[config.mk]
export PLATFORM = sky130hd
export DESIGN_NAME = gregorian_date_offset_and_difference
export DESIGN_NICKNAME = d
export VERILOG_FILES = /design/src/design/gdod_pkg.sv /design/src/design/gdod_alu.sv /design/src/design/gdod_dp.sv /design/src/design/gdod_ctrl.sv /design/src/design/gregorian_date_offset_and_difference.sv
export SDC_FILE = /design/constraint.sdc
export NUM_CORES = 1
export LEC_CHECK = 0
export ABC_AREA = 1
export BUFFER_PORTS_ARGS = -buffer_cell sky130_fd_sc_hd__buf_2
export CAP_MARGIN = 40
export CORE_MARGIN = 8
export CORE_UTILIZATION = 55
export DETAILED_ROUTE_END_ITERATION = 12
export PLACE_DENSITY = 0.76
export SLEW_MARGIN = 20
export SYNTH_ARGS = -nofsm -noshare
export SYNTH_HDL_FRONTEND = slang
export SYNTH_SLANG_ARGS = --single-unit
[constraint.sdc]
create_clock -name clk -period 6.2 [get_ports clk]
set_clock_uncertainty 0.2 [all_clocks]
set_input_delay 1.24 -clock clk [delete_from_list [all_inputs] [get_ports clk]]
set_output_delay 1.24 -clock clk [all_outputs]
set_load 0.01 [all_outputs]
[src/design/gdod_pkg.sv]
`default_nettype none
package gdod_pkg;

	// Largest year that a shifted date may reach.
	localparam int MAX_YEAR = 9999;

	// Field widths of the stream payloads.
	localparam int YEAR_W  = 14;
	localparam int MONTH_W = 4;
	localparam int DAY_W   = 5;
	localparam int OFF_W   = 23;
	localparam int DIFF_W  = 23;

	// Serial day numbers: any input date fits SER_W unsigned bits, the working
	// accumulator also holds a shifted date and the upper clamp limit, signed.
	localparam int SER_W = 23;
	localparam int ACC_W = 26;
	// Year counter: remaining years while encoding, result year while decoding.
	localparam int YC_W  = 17;

	// Replacement date for an invalid input.
	localparam int DEF_YEAR   = 2000;
	localparam int DEF_SERIAL = 365 * (DEF_YEAR - 1) + (DEF_YEAR - 1) / 4
		- (DEF_YEAR - 1) / 100 + (DEF_YEAR - 1) / 400 + 1;
	// Serial number of the last day of MAX_YEAR.
	localparam int SER_HI = 365 * MAX_YEAR + MAX_YEAR / 4 - MAX_YEAR / 100
		+ MAX_YEAR / 400;

	// Days and years in each block of the Gregorian cycle.
	localparam int DAYS_400 = 146097;
	localparam int DAYS_100 = 36524;
	localparam int DAYS_4   = 1461;
	localparam int DAYS_1   = 365;

	// Highest counts inside a 400-year cycle.
	localparam int LAST_C100 = 3;
	localparam int LAST_Q4   = 24;
	localparam int LAST_Y1   = 3;
	localparam int LAST_MONTH = 12;

	// Saturation limits of the difference.
	localparam int DIFF_MAX = (2 ** (DIFF_W - 1)) - 1;
	localparam int DIFF_MIN = -(2 ** (DIFF_W - 1));

	// Input beat layout, first field in the lowest bits.
	localparam int IN_YA   = 0;
	localparam int IN_MA   = IN_YA + YEAR_W;
	localparam int IN_DA   = IN_MA + MONTH_W;
	localparam int IN_YB   = IN_DA + DAY_W;
	localparam int IN_MB   = IN_YB + YEAR_W;
	localparam int IN_DB   = IN_MB + MONTH_W;
	localparam int IN_OFF  = IN_DB + DAY_W;
	localparam int IN_BITS = IN_OFF + OFF_W;
	localparam int IN_DATA_W = ((IN_BITS + 7) / 8) * 8;

	// Output beat layout.
	localparam int OUT_BITS   = YEAR_W + MONTH_W + DAY_W + DIFF_W;
	localparam int OUT_DATA_W = ((OUT_BITS + 7) / 8) * 8;
	localparam int OUT_USER_W = 5;

	typedef enum logic [4:0] {
		S_IDLE, S_LOAD, S_DEF, S_T400, S_T100, S_T4, S_T1, S_CHK, S_TMON,
		S_SAVE, S_CMP, S_SHIFT, S_CLAMP, S_F400, S_F100, S_F4, S_F1, S_FMON,
		S_DONE
	} state_t;

	typedef enum logic [3:0] {
		OP_NONE, OP_CAPTURE, OP_START, OP_DEFAULT, OP_YSTEP, OP_TMON, OP_SAVE,
		OP_CMP, OP_SHIFT, OP_CLAMP, OP_FSTEP, OP_FMON
	} op_t;

	typedef enum logic [1:0] {
		BLK_400, BLK_100, BLK_4, BLK_1
	} blk_t;

	// Sequencer commands to the datapath.
	typedef struct packed {
		op_t  op;
		blk_t blk;
		logic side_b;
		logic emit;
	} ctl_t;

	// Datapath conditions back to the sequencer.
	typedef struct packed {
		logic take;
		logic simple_bad;
		logic day_bad;
		logic func;
	} sts_t;

	// One finished result.
	typedef struct packed {
		logic [YEAR_W-1:0]  year;
		logic [MONTH_W-1:0] month;
		logic [DAY_W-1:0]   day;
		logic [DIFF_W-1:0]  diff;
		logic               after;
		logic               equal;
		logic               a_def;
		logic               b_def;
		logic               range_err;
	} res_t;

	// Leap year from the position inside the 400-year cycle.
	function automatic logic is_leap(input logic [1:0] c100, input logic [4:0] q4,
		input logic [1:0] y1);
		return (y1 == 2'(LAST_Y1)) && ((q4 != 5'(LAST_Q4)) || (c100 == 2'(LAST_C100)));
	endfunction

	// Length of a month; zero for codes that are no month.
	function automatic logic [DAY_W-1:0] month_days(input logic leap,
		input logic [MONTH_W-1:0] m);
		logic [DAY_W-1:0] d;
		case (m) inside
			4'd1, 4'd3, 4'd5, 4'd7, 4'd8, 4'd10, 4'd12: d = 5'd31;
			4'd4, 4'd6, 4'd9, 4'd11: d = 5'd30;
			4'd2: d = leap ? 5'd29 : 5'd28;
			default: d = '0;
		endcase
		return d;
	endfunction

	function automatic logic [ACC_W-1:0] block_days(input blk_t b);
		logic [ACC_W-1:0] d;
		case (b)
			BLK_400: d = ACC_W'(DAYS_400);
			BLK_100: d = ACC_W'(DAYS_100);
			BLK_4:   d = ACC_W'(DAYS_4);
			default: d = ACC_W'(DAYS_1);
		endcase
		return d;
	endfunction

	function automatic logic [YC_W-1:0] block_years(input blk_t b);
		logic [YC_W-1:0] y;
		case (b)
			BLK_400: y = YC_W'(400);
			BLK_100: y = YC_W'(100);
			BLK_4:   y = YC_W'(4);
			default: y = YC_W'(1);
		endcase
		return y;
	endfunction

endpackage
`default_nettype wire

[src/design/gdod_alu.sv]
`default_nettype none
module gdod_alu (
	input  wire logic signed [gdod_pkg::ACC_W-1:0] a,
	input  wire logic signed [gdod_pkg::ACC_W-1:0] b,
	input  wire logic                              sub,
	output logic signed [gdod_pkg::ACC_W-1:0]      sum,
	output logic                                   neg,
	output logic                                   zero
);

	// Shared add/subtract with sign and zero flags for compares.
	always_comb begin
		sum  = sub ? (a - b) : (a + b);
		neg  = sum[gdod_pkg::ACC_W-1];
		zero = (sum == '0);
	end

endmodule
`default_nettype wire

[src/design/gdod_dp.sv]
`default_nettype none
module gdod_dp (
	input  wire logic                              clk,
	input  wire logic [gdod_pkg::IN_DATA_W-1:0]    in_data,
	input  wire logic                              in_func,
	input  wire gdod_pkg::ctl_t                    ctl,
	output gdod_pkg::sts_t                         sts,
	output gdod_pkg::res_t                         res
);

	localparam logic signed [gdod_pkg::ACC_W-1:0] HI_S =
		gdod_pkg::ACC_W'(gdod_pkg::SER_HI);
	localparam logic signed [gdod_pkg::ACC_W-1:0] DMAX_S =
		gdod_pkg::ACC_W'(gdod_pkg::DIFF_MAX);
	localparam logic signed [gdod_pkg::ACC_W-1:0] DMIN_S =
		gdod_pkg::ACC_W'(gdod_pkg::DIFF_MIN);

	// Captured input item.
	logic                              func_q;
	logic [gdod_pkg::YEAR_W-1:0]       ya_q, yb_q;
	logic [gdod_pkg::MONTH_W-1:0]      ma_q, mb_q;
	logic [gdod_pkg::DAY_W-1:0]        da_q, db_q;
	logic [gdod_pkg::OFF_W-1:0]        off_q;

	// Working state.
	logic signed [gdod_pkg::ACC_W-1:0] acc_q;
	logic [gdod_pkg::YC_W-1:0]         ycnt_q;
	logic [1:0]                        c_q, y1_q;
	logic [4:0]                        q4_q;
	logic [gdod_pkg::MONTH_W-1:0]      mon_q;
	logic [gdod_pkg::SER_W-1:0]        sa_q;
	logic                              a_def_q, b_def_q, after_q, eq_q, err_q;
	logic [gdod_pkg::DIFF_W-1:0]       diff_q;

	logic [gdod_pkg::YEAR_W-1:0]       y_cur;
	logic [gdod_pkg::MONTH_W-1:0]      m_cur;
	logic [gdod_pkg::DAY_W-1:0]        d_cur;
	logic                              leap;
	logic [gdod_pkg::DAY_W-1:0]        dim;
	logic [gdod_pkg::YC_W-1:0]         ystep;
	logic signed [gdod_pkg::ACC_W-1:0] opa, opb, sum;
	logic                              sub, neg, zero, take, step_en;
	logic signed [gdod_pkg::ACC_W-1:0] sa_ext, off_ext, dim_ext;
	logic                              t_low, t_high, d_high, d_low;

	// Date under work and its calendar facts.
	always_comb begin
		y_cur   = ctl.side_b ? yb_q : ya_q;
		m_cur   = ctl.side_b ? mb_q : ma_q;
		d_cur   = ctl.side_b ? db_q : da_q;
		leap    = gdod_pkg::is_leap(c_q, q4_q, y1_q);
		dim     = gdod_pkg::month_days(leap, mon_q);
		ystep   = gdod_pkg::block_years(ctl.blk);
		sa_ext  = {{(gdod_pkg::ACC_W-gdod_pkg::SER_W){1'b0}}, sa_q};
		off_ext = {{(gdod_pkg::ACC_W-gdod_pkg::OFF_W){off_q[gdod_pkg::OFF_W-1]}}, off_q};
		dim_ext = {{(gdod_pkg::ACC_W-gdod_pkg::DAY_W){1'b0}}, dim};
	end

	// Operand selection for the shared adder.
	always_comb begin
		opa = acc_q;
		opb = '0;
		sub = 1'b0;
		case (ctl.op)
			gdod_pkg::OP_YSTEP: opb = gdod_pkg::block_days(ctl.blk);
			gdod_pkg::OP_TMON:  opb = dim_ext;
			gdod_pkg::OP_CMP: begin
				opa = sa_ext;
				opb = acc_q;
				sub = 1'b1;
			end
			gdod_pkg::OP_SHIFT: begin
				opa = sa_ext;
				opb = off_ext;
			end
			gdod_pkg::OP_CLAMP: begin
				opb = gdod_pkg::ACC_W'(1);
				sub = 1'b1;
			end
			gdod_pkg::OP_FSTEP: begin
				opb = gdod_pkg::block_days(ctl.blk);
				sub = 1'b1;
			end
			gdod_pkg::OP_FMON: begin
				opb = dim_ext;
				sub = 1'b1;
			end
			default: ;
		endcase
	end

	gdod_alu u_alu (
		.a    (opa),
		.b    (opb),
		.sub  (sub),
		.sum  (sum),
		.neg  (neg),
		.zero (zero)
	);

	// Loop conditions of the current step.
	always_comb begin
		case (ctl.op)
			gdod_pkg::OP_YSTEP: take = (ycnt_q >= ystep);
			gdod_pkg::OP_TMON:  take = (mon_q < m_cur);
			gdod_pkg::OP_FSTEP: begin
				case (ctl.blk)
					gdod_pkg::BLK_100: take = !neg && (c_q != 2'(gdod_pkg::LAST_C100));
					gdod_pkg::BLK_1:   take = !neg && (y1_q != 2'(gdod_pkg::LAST_Y1));
					default:           take = !neg;
				endcase
			end
			gdod_pkg::OP_FMON:
				take = (mon_q != gdod_pkg::MONTH_W'(gdod_pkg::LAST_MONTH)) && !neg;
			default: take = 1'b0;
		endcase
		step_en = take && ((ctl.op == gdod_pkg::OP_YSTEP) || (ctl.op == gdod_pkg::OP_FSTEP));
	end

	// Range checks for the clamp and the difference.
	always_comb begin
		t_low  = acc_q[gdod_pkg::ACC_W-1] || (acc_q == '0);
		t_high = (acc_q > HI_S);
		d_high = (sum > DMAX_S);
		d_low  = (sum < DMIN_S);
	end

	assign sts.take       = take;
	assign sts.func       = func_q;
	assign sts.simple_bad = (y_cur == '0) || (m_cur == '0)
		|| (m_cur > gdod_pkg::MONTH_W'(gdod_pkg::LAST_MONTH)) || (d_cur == '0);
	assign sts.day_bad    = (d_cur > gdod_pkg::month_days(leap, m_cur));

	// Cycle counters track the position in the 400-year cycle.
	always_ff @(posedge clk) begin
		if (ctl.op == gdod_pkg::OP_START || ctl.op == gdod_pkg::OP_CLAMP) begin
			c_q  <= '0;
			q4_q <= '0;
			y1_q <= '0;
		end else if (step_en) begin
			case (ctl.blk)
				gdod_pkg::BLK_100: c_q  <= c_q + 2'd1;
				gdod_pkg::BLK_4:   q4_q <= q4_q + 5'd1;
				gdod_pkg::BLK_1:   y1_q <= y1_q + 2'd1;
				default: ;
			endcase
		end
	end

	// Main datapath registers.
	always_ff @(posedge clk) begin
		case (ctl.op)
			gdod_pkg::OP_CAPTURE: begin
				func_q  <= in_func;
				ya_q    <= in_data[gdod_pkg::IN_YA +: gdod_pkg::YEAR_W];
				ma_q    <= in_data[gdod_pkg::IN_MA +: gdod_pkg::MONTH_W];
				da_q    <= in_data[gdod_pkg::IN_DA +: gdod_pkg::DAY_W];
				yb_q    <= in_data[gdod_pkg::IN_YB +: gdod_pkg::YEAR_W];
				mb_q    <= in_data[gdod_pkg::IN_MB +: gdod_pkg::MONTH_W];
				db_q    <= in_data[gdod_pkg::IN_DB +: gdod_pkg::DAY_W];
				off_q   <= in_data[gdod_pkg::IN_OFF +: gdod_pkg::OFF_W];
				a_def_q <= 1'b0;
				b_def_q <= 1'b0;
			end
			gdod_pkg::OP_START: begin
				ycnt_q <= gdod_pkg::YC_W'(y_cur) - gdod_pkg::YC_W'(1);
				acc_q  <= gdod_pkg::ACC_W'(d_cur);
				mon_q  <= gdod_pkg::MONTH_W'(1);
			end
			gdod_pkg::OP_DEFAULT: begin
				acc_q <= gdod_pkg::ACC_W'(gdod_pkg::DEF_SERIAL);
				if (ctl.side_b) begin
					b_def_q <= 1'b1;
				end else begin
					a_def_q <= 1'b1;
				end
			end
			gdod_pkg::OP_YSTEP: begin
				if (take) begin
					acc_q  <= sum;
					ycnt_q <= ycnt_q - ystep;
				end
			end
			gdod_pkg::OP_TMON, gdod_pkg::OP_FMON: begin
				if (take) begin
					acc_q <= sum;
					mon_q <= mon_q + gdod_pkg::MONTH_W'(1);
				end
			end
			gdod_pkg::OP_SAVE: sa_q <= acc_q[gdod_pkg::SER_W-1:0];
			gdod_pkg::OP_CMP: begin
				after_q <= !neg && !zero;
				eq_q    <= zero;
				if (func_q) begin
					diff_q <= d_high ? DMAX_S[gdod_pkg::DIFF_W-1:0] :
						d_low ? DMIN_S[gdod_pkg::DIFF_W-1:0] : sum[gdod_pkg::DIFF_W-1:0];
					err_q  <= d_high || d_low;
				end else begin
					diff_q <= '0;
					err_q  <= 1'b0;
				end
			end
			gdod_pkg::OP_SHIFT: acc_q <= sum;
			gdod_pkg::OP_CLAMP: begin
				// Clamp into the legal range and turn the serial into a zero-based count.
				acc_q  <= t_low ? '0 : (t_high ? (HI_S - gdod_pkg::ACC_W'(1)) : sum);
				err_q  <= t_low || t_high;
				ycnt_q <= gdod_pkg::YC_W'(1);
				mon_q  <= gdod_pkg::MONTH_W'(1);
			end
			gdod_pkg::OP_FSTEP: begin
				if (take) begin
					acc_q  <= sum;
					ycnt_q <= ycnt_q + ystep;
				end
			end
			default: ;
		endcase
	end

	// Result fields: the shifted date, or the checked date A for a difference.
	always_comb begin
		if (func_q) begin
			res.year  = a_def_q ? gdod_pkg::YEAR_W'(gdod_pkg::DEF_YEAR) : ya_q;
			res.month = a_def_q ? gdod_pkg::MONTH_W'(1) : ma_q;
			res.day   = a_def_q ? gdod_pkg::DAY_W'(1) : da_q;
		end else begin
			res.year  = ycnt_q[gdod_pkg::YEAR_W-1:0];
			res.month = mon_q;
			res.day   = acc_q[gdod_pkg::DAY_W-1:0] + gdod_pkg::DAY_W'(1);
		end
		res.diff      = diff_q;
		res.after     = after_q;
		res.equal     = eq_q;
		res.a_def     = a_def_q;
		res.b_def     = b_def_q;
		res.range_err = err_q;
	end

endmodule
`default_nettype wire

[src/design/gdod_ctrl.sv]
`default_nettype none
module gdod_ctrl (
	input  wire logic           clk,
	input  wire logic           arst_n,
	input  wire logic           in_valid,
	input  wire logic           out_free,
	input  wire gdod_pkg::sts_t sts,
	output logic                in_ready,
	output gdod_pkg::ctl_t      ctl
);

	gdod_pkg::state_t state_q, state_d;
	logic             side_q;
	logic             accept;

	assign accept = in_valid && (state_q == gdod_pkg::S_IDLE);

	// State and date-side registers.
	always_ff @(posedge clk or negedge arst_n) begin
		if (!arst_n) begin
			state_q <= gdod_pkg::S_IDLE;
			side_q  <= 1'b0;
		end else begin
			state_q <= state_d;
			if (accept) begin
				side_q <= 1'b0;
			end else if (state_q == gdod_pkg::S_SAVE) begin
				side_q <= 1'b1;
			end
		end
	end

	// Next state.
	always_comb begin
		state_d = state_q;
		case (state_q)
			gdod_pkg::S_IDLE:  if (accept) state_d = gdod_pkg::S_LOAD;
			gdod_pkg::S_LOAD:  state_d = sts.simple_bad ? gdod_pkg::S_DEF : gdod_pkg::S_T400;
			gdod_pkg::S_T400:  if (!sts.take) state_d = gdod_pkg::S_T100;
			gdod_pkg::S_T100:  if (!sts.take) state_d = gdod_pkg::S_T4;
			gdod_pkg::S_T4:    if (!sts.take) state_d = gdod_pkg::S_T1;
			gdod_pkg::S_T1:    if (!sts.take) state_d = gdod_pkg::S_CHK;
			gdod_pkg::S_CHK:   state_d = sts.day_bad ? gdod_pkg::S_DEF : gdod_pkg::S_TMON;
			gdod_pkg::S_TMON: begin
				if (!sts.take) state_d = side_q ? gdod_pkg::S_CMP : gdod_pkg::S_SAVE;
			end
			gdod_pkg::S_DEF:   state_d = side_q ? gdod_pkg::S_CMP : gdod_pkg::S_SAVE;
			gdod_pkg::S_SAVE:  state_d = gdod_pkg::S_LOAD;
			gdod_pkg::S_CMP:   state_d = sts.func ? gdod_pkg::S_DONE : gdod_pkg::S_SHIFT;
			gdod_pkg::S_SHIFT: state_d = gdod_pkg::S_CLAMP;
			gdod_pkg::S_CLAMP: state_d = gdod_pkg::S_F400;
			gdod_pkg::S_F400:  if (!sts.take) state_d = gdod_pkg::S_F100;
			gdod_pkg::S_F100:  if (!sts.take) state_d = gdod_pkg::S_F4;
			gdod_pkg::S_F4:    if (!sts.take) state_d = gdod_pkg::S_F1;
			gdod_pkg::S_F1:    if (!sts.take) state_d = gdod_pkg::S_FMON;
			gdod_pkg::S_FMON:  if (!sts.take) state_d = gdod_pkg::S_DONE;
			gdod_pkg::S_DONE:  if (out_free) state_d = gdod_pkg::S_IDLE;
			default:           state_d = gdod_pkg::S_IDLE;
		endcase
	end

	// Commands to the datapath.
	always_comb begin
		in_ready   = (state_q == gdod_pkg::S_IDLE);
		ctl.op     = gdod_pkg::OP_NONE;
		ctl.blk    = gdod_pkg::BLK_400;
		ctl.side_b = side_q;
		ctl.emit   = 1'b0;
		case (state_q)
			gdod_pkg::S_IDLE:  if (accept) ctl.op = gdod_pkg::OP_CAPTURE;
			gdod_pkg::S_LOAD:  ctl.op = gdod_pkg::OP_START;
			gdod_pkg::S_DEF:   ctl.op = gdod_pkg::OP_DEFAULT;
			gdod_pkg::S_T400:  ctl.op = gdod_pkg::OP_YSTEP;
			gdod_pkg::S_T100: begin
				ctl.op  = gdod_pkg::OP_YSTEP;
				ctl.blk = gdod_pkg::BLK_100;
			end
			gdod_pkg::S_T4: begin
				ctl.op  = gdod_pkg::OP_YSTEP;
				ctl.blk = gdod_pkg::BLK_4;
			end
			gdod_pkg::S_T1: begin
				ctl.op  = gdod_pkg::OP_YSTEP;
				ctl.blk = gdod_pkg::BLK_1;
			end
			gdod_pkg::S_TMON:  ctl.op = gdod_pkg::OP_TMON;
			gdod_pkg::S_SAVE:  ctl.op = gdod_pkg::OP_SAVE;
			gdod_pkg::S_CMP:   ctl.op = gdod_pkg::OP_CMP;
			gdod_pkg::S_SHIFT: ctl.op = gdod_pkg::OP_SHIFT;
			gdod_pkg::S_CLAMP: ctl.op = gdod_pkg::OP_CLAMP;
			gdod_pkg::S_F400:  ctl.op = gdod_pkg::OP_FSTEP;
			gdod_pkg::S_F100: begin
				ctl.op  = gdod_pkg::OP_FSTEP;
				ctl.blk = gdod_pkg::BLK_100;
			end
			gdod_pkg::S_F4: begin
				ctl.op  = gdod_pkg::OP_FSTEP;
				ctl.blk = gdod_pkg::BLK_4;
			end
			gdod_pkg::S_F1: begin
				ctl.op  = gdod_pkg::OP_FSTEP;
				ctl.blk = gdod_pkg::BLK_1;
			end
			gdod_pkg::S_FMON:  ctl.op = gdod_pkg::OP_FMON;
			gdod_pkg::S_DONE:  ctl.emit = out_free;
			default: ;
		endcase
	end

	// An accepted beat always starts with date A.
	a_accept_start: assert property (@(posedge clk) disable iff (!arst_n)
		accept |=> (state_q == gdod_pkg::S_LOAD) && !side_q)
		else $error("accepted item did not start on date A");

	// A finished result waits while the output register is occupied.
	a_done_hold: assert property (@(posedge clk) disable iff (!arst_n)
		(state_q == gdod_pkg::S_DONE) && !out_free |=> (state_q == gdod_pkg::S_DONE))
		else $error("result left before the output register was free");

	// Saving date A moves on to date B.
	a_save_next: assert property (@(posedge clk) disable iff (!arst_n)
		(state_q == gdod_pkg::S_SAVE) |=> (state_q == gdod_pkg::S_LOAD) && side_q)
		else $error("date B not started after saving date A");

	// The comparison only runs once both dates are encoded.
	a_cmp_side: assert property (@(posedge clk) disable iff (!arst_n)
		(state_q == gdod_pkg::S_CMP) |-> side_q)
		else $error("comparison reached before date B");

endmodule
`default_nettype wire

[src/design/gregorian_date_offset_and_difference.sv]
`default_nettype none
// Gregorian date shift and difference unit.
// Input beats arrive on the s_ channel: two dates A and B, a signed day offset and
// the operation in s_tuser (0 shift A by the offset, 1 days from B to A). Invalid
// dates are replaced by 2000-01-01 and flagged. One result beat per input beat
// leaves on the m_ channel with the shifted date (or the checked date A), the
// difference, and flags for order, equality, replacement and range clamping.
// Each date is turned into a serial day number by stepping one shared adder over
// 400-, 100-, 4- and 1-year blocks and then months; a shift walks the same
// blocks back down. Encoding a date takes N block steps for year - 1 (at most 53
// below year 10000, at most 69 for any input year) and one month step per month
// before it; an invalid date takes no longer. A shift walks back down the blocks
// and months for the result date. s_tready is high only while the unit is idle.
// The result sits in an output register; a new item is accepted while it waits.
// If m_tready stays low, the next finished result waits in the unit until the
// register frees. Reset clears the sequencer and the output valid.
module gregorian_date_offset_and_difference (
	input  wire logic                               clk,
	input  wire logic                               arst_n,
	input  wire logic                               s_tvalid,
	output logic                                    s_tready,
	// year_a, month_a, day_a, year_b, month_b, day_b, offset, zero pad
	input  wire logic [gdod_pkg::IN_DATA_W-1:0]     s_tdata,
	// func
	input  wire logic                               s_tuser,
	output logic                                    m_tvalid,
	input  wire logic                               m_tready,
	// out_year, out_month, out_day, difference, zero pad
	output logic [gdod_pkg::OUT_DATA_W-1:0]         m_tdata,
	// a_after_b, dates_equal, a_defaulted, b_defaulted, range_error
	output logic [gdod_pkg::OUT_USER_W-1:0]         m_tuser
);

	gdod_pkg::ctl_t ctl;
	gdod_pkg::sts_t sts;
	gdod_pkg::res_t res;
	logic           out_free;
	logic           m_tvalid_q;
	logic [gdod_pkg::OUT_DATA_W-1:0] m_tdata_q;
	logic [gdod_pkg::OUT_USER_W-1:0] m_tuser_q;

	assign out_free = !m_tvalid_q || m_tready;

	gdod_ctrl u_ctrl (
		.clk      (clk),
		.arst_n   (arst_n),
		.in_valid (s_tvalid),
		.out_free (out_free),
		.sts      (sts),
		.in_ready (s_tready),
		.ctl      (ctl)
	);

	gdod_dp u_dp (
		.clk     (clk),
		.in_data (s_tdata),
		.in_func (s_tuser),
		.ctl     (ctl),
		.sts     (sts),
		.res     (res)
	);

	// Output beat valid.
	always_ff @(posedge clk or negedge arst_n) begin
		if (!arst_n) begin
			m_tvalid_q <= 1'b0;
		end else if (ctl.emit) begin
			m_tvalid_q <= 1'b1;
		end else if (m_tready) begin
			m_tvalid_q <= 1'b0;
		end
	end

	// Output beat payload.
	always_ff @(posedge clk) begin
		if (ctl.emit) begin
			m_tdata_q <= {{(gdod_pkg::OUT_DATA_W-gdod_pkg::OUT_BITS){1'b0}},
				res.diff, res.day, res.month, res.year};
			m_tuser_q <= {res.range_err, res.b_def, res.a_def, res.equal, res.after};
		end
	end

	assign m_tvalid = m_tvalid_q;
	assign m_tdata  = m_tdata_q;
	assign m_tuser  = m_tuser_q;

endmodule
`default_nettype wire

==> results <==
- Setup repair after global routing left no endpoint under its margin.
- The number of antenna violations at the first check in global routing is 0.
- The final number of setup-violating endpoints is 0.
- The area growth from synthesis to layout is 14.3%.
- The TritonCTS sink count is 235.
- Ranked by total cell area, the synthesized netlist is headed by sky130_fd_sc_hd__edfxtp_1, sky130_fd_sc_hd__nand2_1, sky130_fd_sc_hd__ha_1.
- The count of warnings emitted by yosys is 0.
- The core region is 25000 um^2.
- For this run, the register share of the synthesized area comes to 0.498.
- The primary flip-flop cell chosen by synthesis mapping is sky130_fd_sc_hd__edfxtp_1.
- The proportion of synthesized flip-flops having asynchronous set or reset is 0.0298.
- Counting along the longest clock path gives a buffer depth of 3.
- At the worst endpoint, the required time is 6250 ps.
- The routed wirelength normalized by instance count is 18.8 um.
- The first-iteration detailed-routing DRC count is 1248.
- The multi-input combinational cell area is 6080 um^2.
- At the worst endpoint, the arrival time is 5870 ps.
- The overall overflow remaining after global route is 0.
- The routed wire length is 38300 um.
- Yosys mapped a number of flops with a built-in enable equal to 219.
- In this run, placement finished with an instance count of 1997.
- Entering global routing, the biggest net connects 52 pins.
- The library cell occupying the most area in the post-synthesis netlist is sky130_fd_sc_hd__edfxtp_1.
- The initial core utilization is 0.556.
- Counting the buffers created by CTS gives 25.
- The critical-path cell with the highest stage delay is sky130_fd_sc_hd__dfrtp_2.
- The area share of the leading cell type in the synthesized netlist is 0.472.
- The via count of the first global-routing pass is 11013.
- The mean post-synth cell area is 8.97 um^2.
- The worst pin sits at a relative slew slack of 0.458.
- The worst setup path is captured at a flip-flop.
- The number of distinct standard cells referenced by the synthesized netlist is 52.
- TritonCTS built the clock tree.
- The chip height is 175 um.
- The number of nets still failing antenna checks after routing is 0.
- The total count of max-transition violations in the final report is 0.
- After layout, the minimum clock period comes to 5820 ps.
- The number of instances in the synthesized netlist is 1552.
- The filler cells instantiated in the layout total 2051.
- The global routing usage summed across all routing layers is 0.243.
- The peak fanout along the critical path is 13.
- The number of vias after detailed routing is 11674.
- The number of iterations in the first detailed-routing pass is 5.
- The post-route clock period utilization is 0.938.
- Max-cap violations in this run came to 0.
- Measured along the x axis, the die boundary spans 175 um.
- In this run the worst hold path is classified as reg2reg.
- In the routed layout, each cell is associated on average with a via count of 5.71.
- After legalization and detailed placement, the total HPWL measured 29400 um.
- The global-route track usage on met2 is 0.374.
- Across the whole layout, storage elements account for 6930 um^2.
- For this run, the post-layout net count is 1839.
- The floorplan has 58 rows.
- The placer's final routability congestion estimate is 0.925.
- The final worst slack is 385 ps.
- The flow ran to the end, and the final reports show no timing, DRC or antenna violations.
- The dominant cell by count in the synthesized netlist is sky130_fd_sc_hd__nand2_1.
- Adding up every negative setup slack in the final design gives 0 ps.
- 0 antenna diodes ended up in the layout.
- The share of layout cells above drive strength 1 is 0.165.
- The number of remaining DRC errors is 0.
- Setup slack on the worst reg-to-reg path comes out at 380 ps.
- The fraction of met1 tracks used by global routing is 0.344.
- The critical path is of the reg2reg type.
- The post-route non-filler standard cell count is 2044.
- Input and output buffers added on the ports amount to 126.
- In this run the number of H-tree levels came out at 1.
- In this run the clock root is driven by a sky130_fd_sc_hd__clkbuf_16.
- The first global-routing pass estimated 59300 um of wire.
- The largest single stage delay on the critical path is 440 ps.
- At the end of the flow the core is filled with cells to 0.636.
- In the global route stage, met3 resource usage came out at 0.0442.
- For this design the top-level I/O count stands at 132.
- The final hold violation count was 0.
- The post-synth design cell area is 13900 um^2.
- Static timing analysis puts the maximum clock frequency at 172 MHz.
- The most congested layer reported by global routing is met2.
- The post-CTS repair timing setup buffer count is 0.
- After synthesis, the most frequently instantiated cells are sky130_fd_sc_hd__nand2_1, sky130_fd_sc_hd__edfxtp_1, sky130_fd_sc_hd__inv_1.
- The worst setup slack before clock tree synthesis is 258 ps.
- Among the stages of the critical path, the cell type that occurs most often is sky130_fd_sc_hd__nand2_1.
- At the later pin of the worst-skew pair, clock insertion delay measures 550 ps.
- The actual slew at the worst max-slew pin is 805 ps.
- The overall die area is 30700 um^2.
- The worst setup path is launched from a flip-flop.
- The CTS clock-pin slew for the worst setup and hold paths is 60 ps.
- The synthesized design contains 235 register bits.
final timing paths:
kind / from / to / cells past startpoint
worst max-delay path: u_ctrl.state_q[0] / u_dp.acc_q[6] / 39
worst min-delay path: u_dp.diff_q[11] / m_tdata[34] / 0
worst max register to register: u_ctrl.state_q[0] / u_dp.acc_q[6] / 39
worst min register to register: u_dp.diff_q[11] / m_tdata[34] / 0
max in group asynchronous: arst_n / u_ctrl.state_q[0] / 1
min in group asynchronous: arst_n / u_ctrl.state_q[1] / 1
per-stage QoR:
step | area, um^2 | hold slack [ps]
global placement | 15000 | 203
detailed placement | 15000 | 205
finish | 15900 | 218
floorplan | 13900 | 200
global route | 15900 | 223
CTS | 15800 | 219
cell type report:
cell class / count / area share
flip-flops and latches: 235 / 0.435
multi-input cells: 1071 / 0.382
repair buffers: 153 / 0.0566
inverters: 209 / 0.0493
clock buffers: 30 / 0.0405
well taps: 330 / 0.0259
clock inverters: 16 / 0.0104
critical path: cells and delay by family, from the launching register on:
family / cells / cell delay (ps)
and+or+nand+nor: 26 / 3140
buffers and inverters: 9 / 920
adders and majority gates: 3 / 720
DFF: 1 / 440
AOI/OAI and AO/OA: 1 / 80
timing repair:
action / 4_1_cts / 5_1_grt
hold buffers: 0 / 0
gates resized for setup: 0 / 15
endpoints found under the setup margin: 0 / 85
layout by cell type (no fill, tap or decap), drive strengths merged, types with 9 or more instances in the layout:
cell type	instances
xor2	49
clkinv	11
edfxtp	219
a21oi	82
xnor2	12
buf	152
nand4	36
nor2	157
ha	66
dfxtp	9
inv	210
o21ai	154
o211ai	9
nor3	26
nand2	286
nand3	98
or2	19
a31oi	12
clkbuf	31
state kept, by name, indices dropped and copies added, names as in the netlist, 5 cells and up:
signal          flops
m_tdata            46
u_dp.sa_q          23
m_tuser             5
u_dp.q4_q           5
u_dp.acc_q         26
u_dp.da_q           5
u_dp.diff_q        23
u_dp.off_q         23
u_ctrl.state_q      5
u_dp.db_q           5
u_dp.ya_q          14
u_dp.ycnt_q        17
u_dp.yb_q          14
metal layers:
| metal | share of wire | vias up |
|---|---|---|
| li1 | - | 5602 |
| met1 | 0.44 | 5413 |
| met2 | 0.44 | 581 |
| met3 | 0.097 | 78 |
| met4 | 0.029 | 0 |
| met5 | 0 | - |
logic make-up after synthesis:
family / Yosys count / share of synthesized area
XOR/XNOR: 61 / 0.0384
other: 1 / 0.000269
multiplexers: 8 / 0.00584
buffers and inverters: 247 / 0.0706
adder cells (fa/ha/maj): 67 / 0.0607
AND/OR/NAND/NOR: 635 / 0.201
AO/OA/AOI/OAI: 298 / 0.125
flip-flops: 235 / 0.498
Power is left out: the tool's default activity adds up to more than one toggle a clock period on the data nets, which glitch-free logic cannot reach.
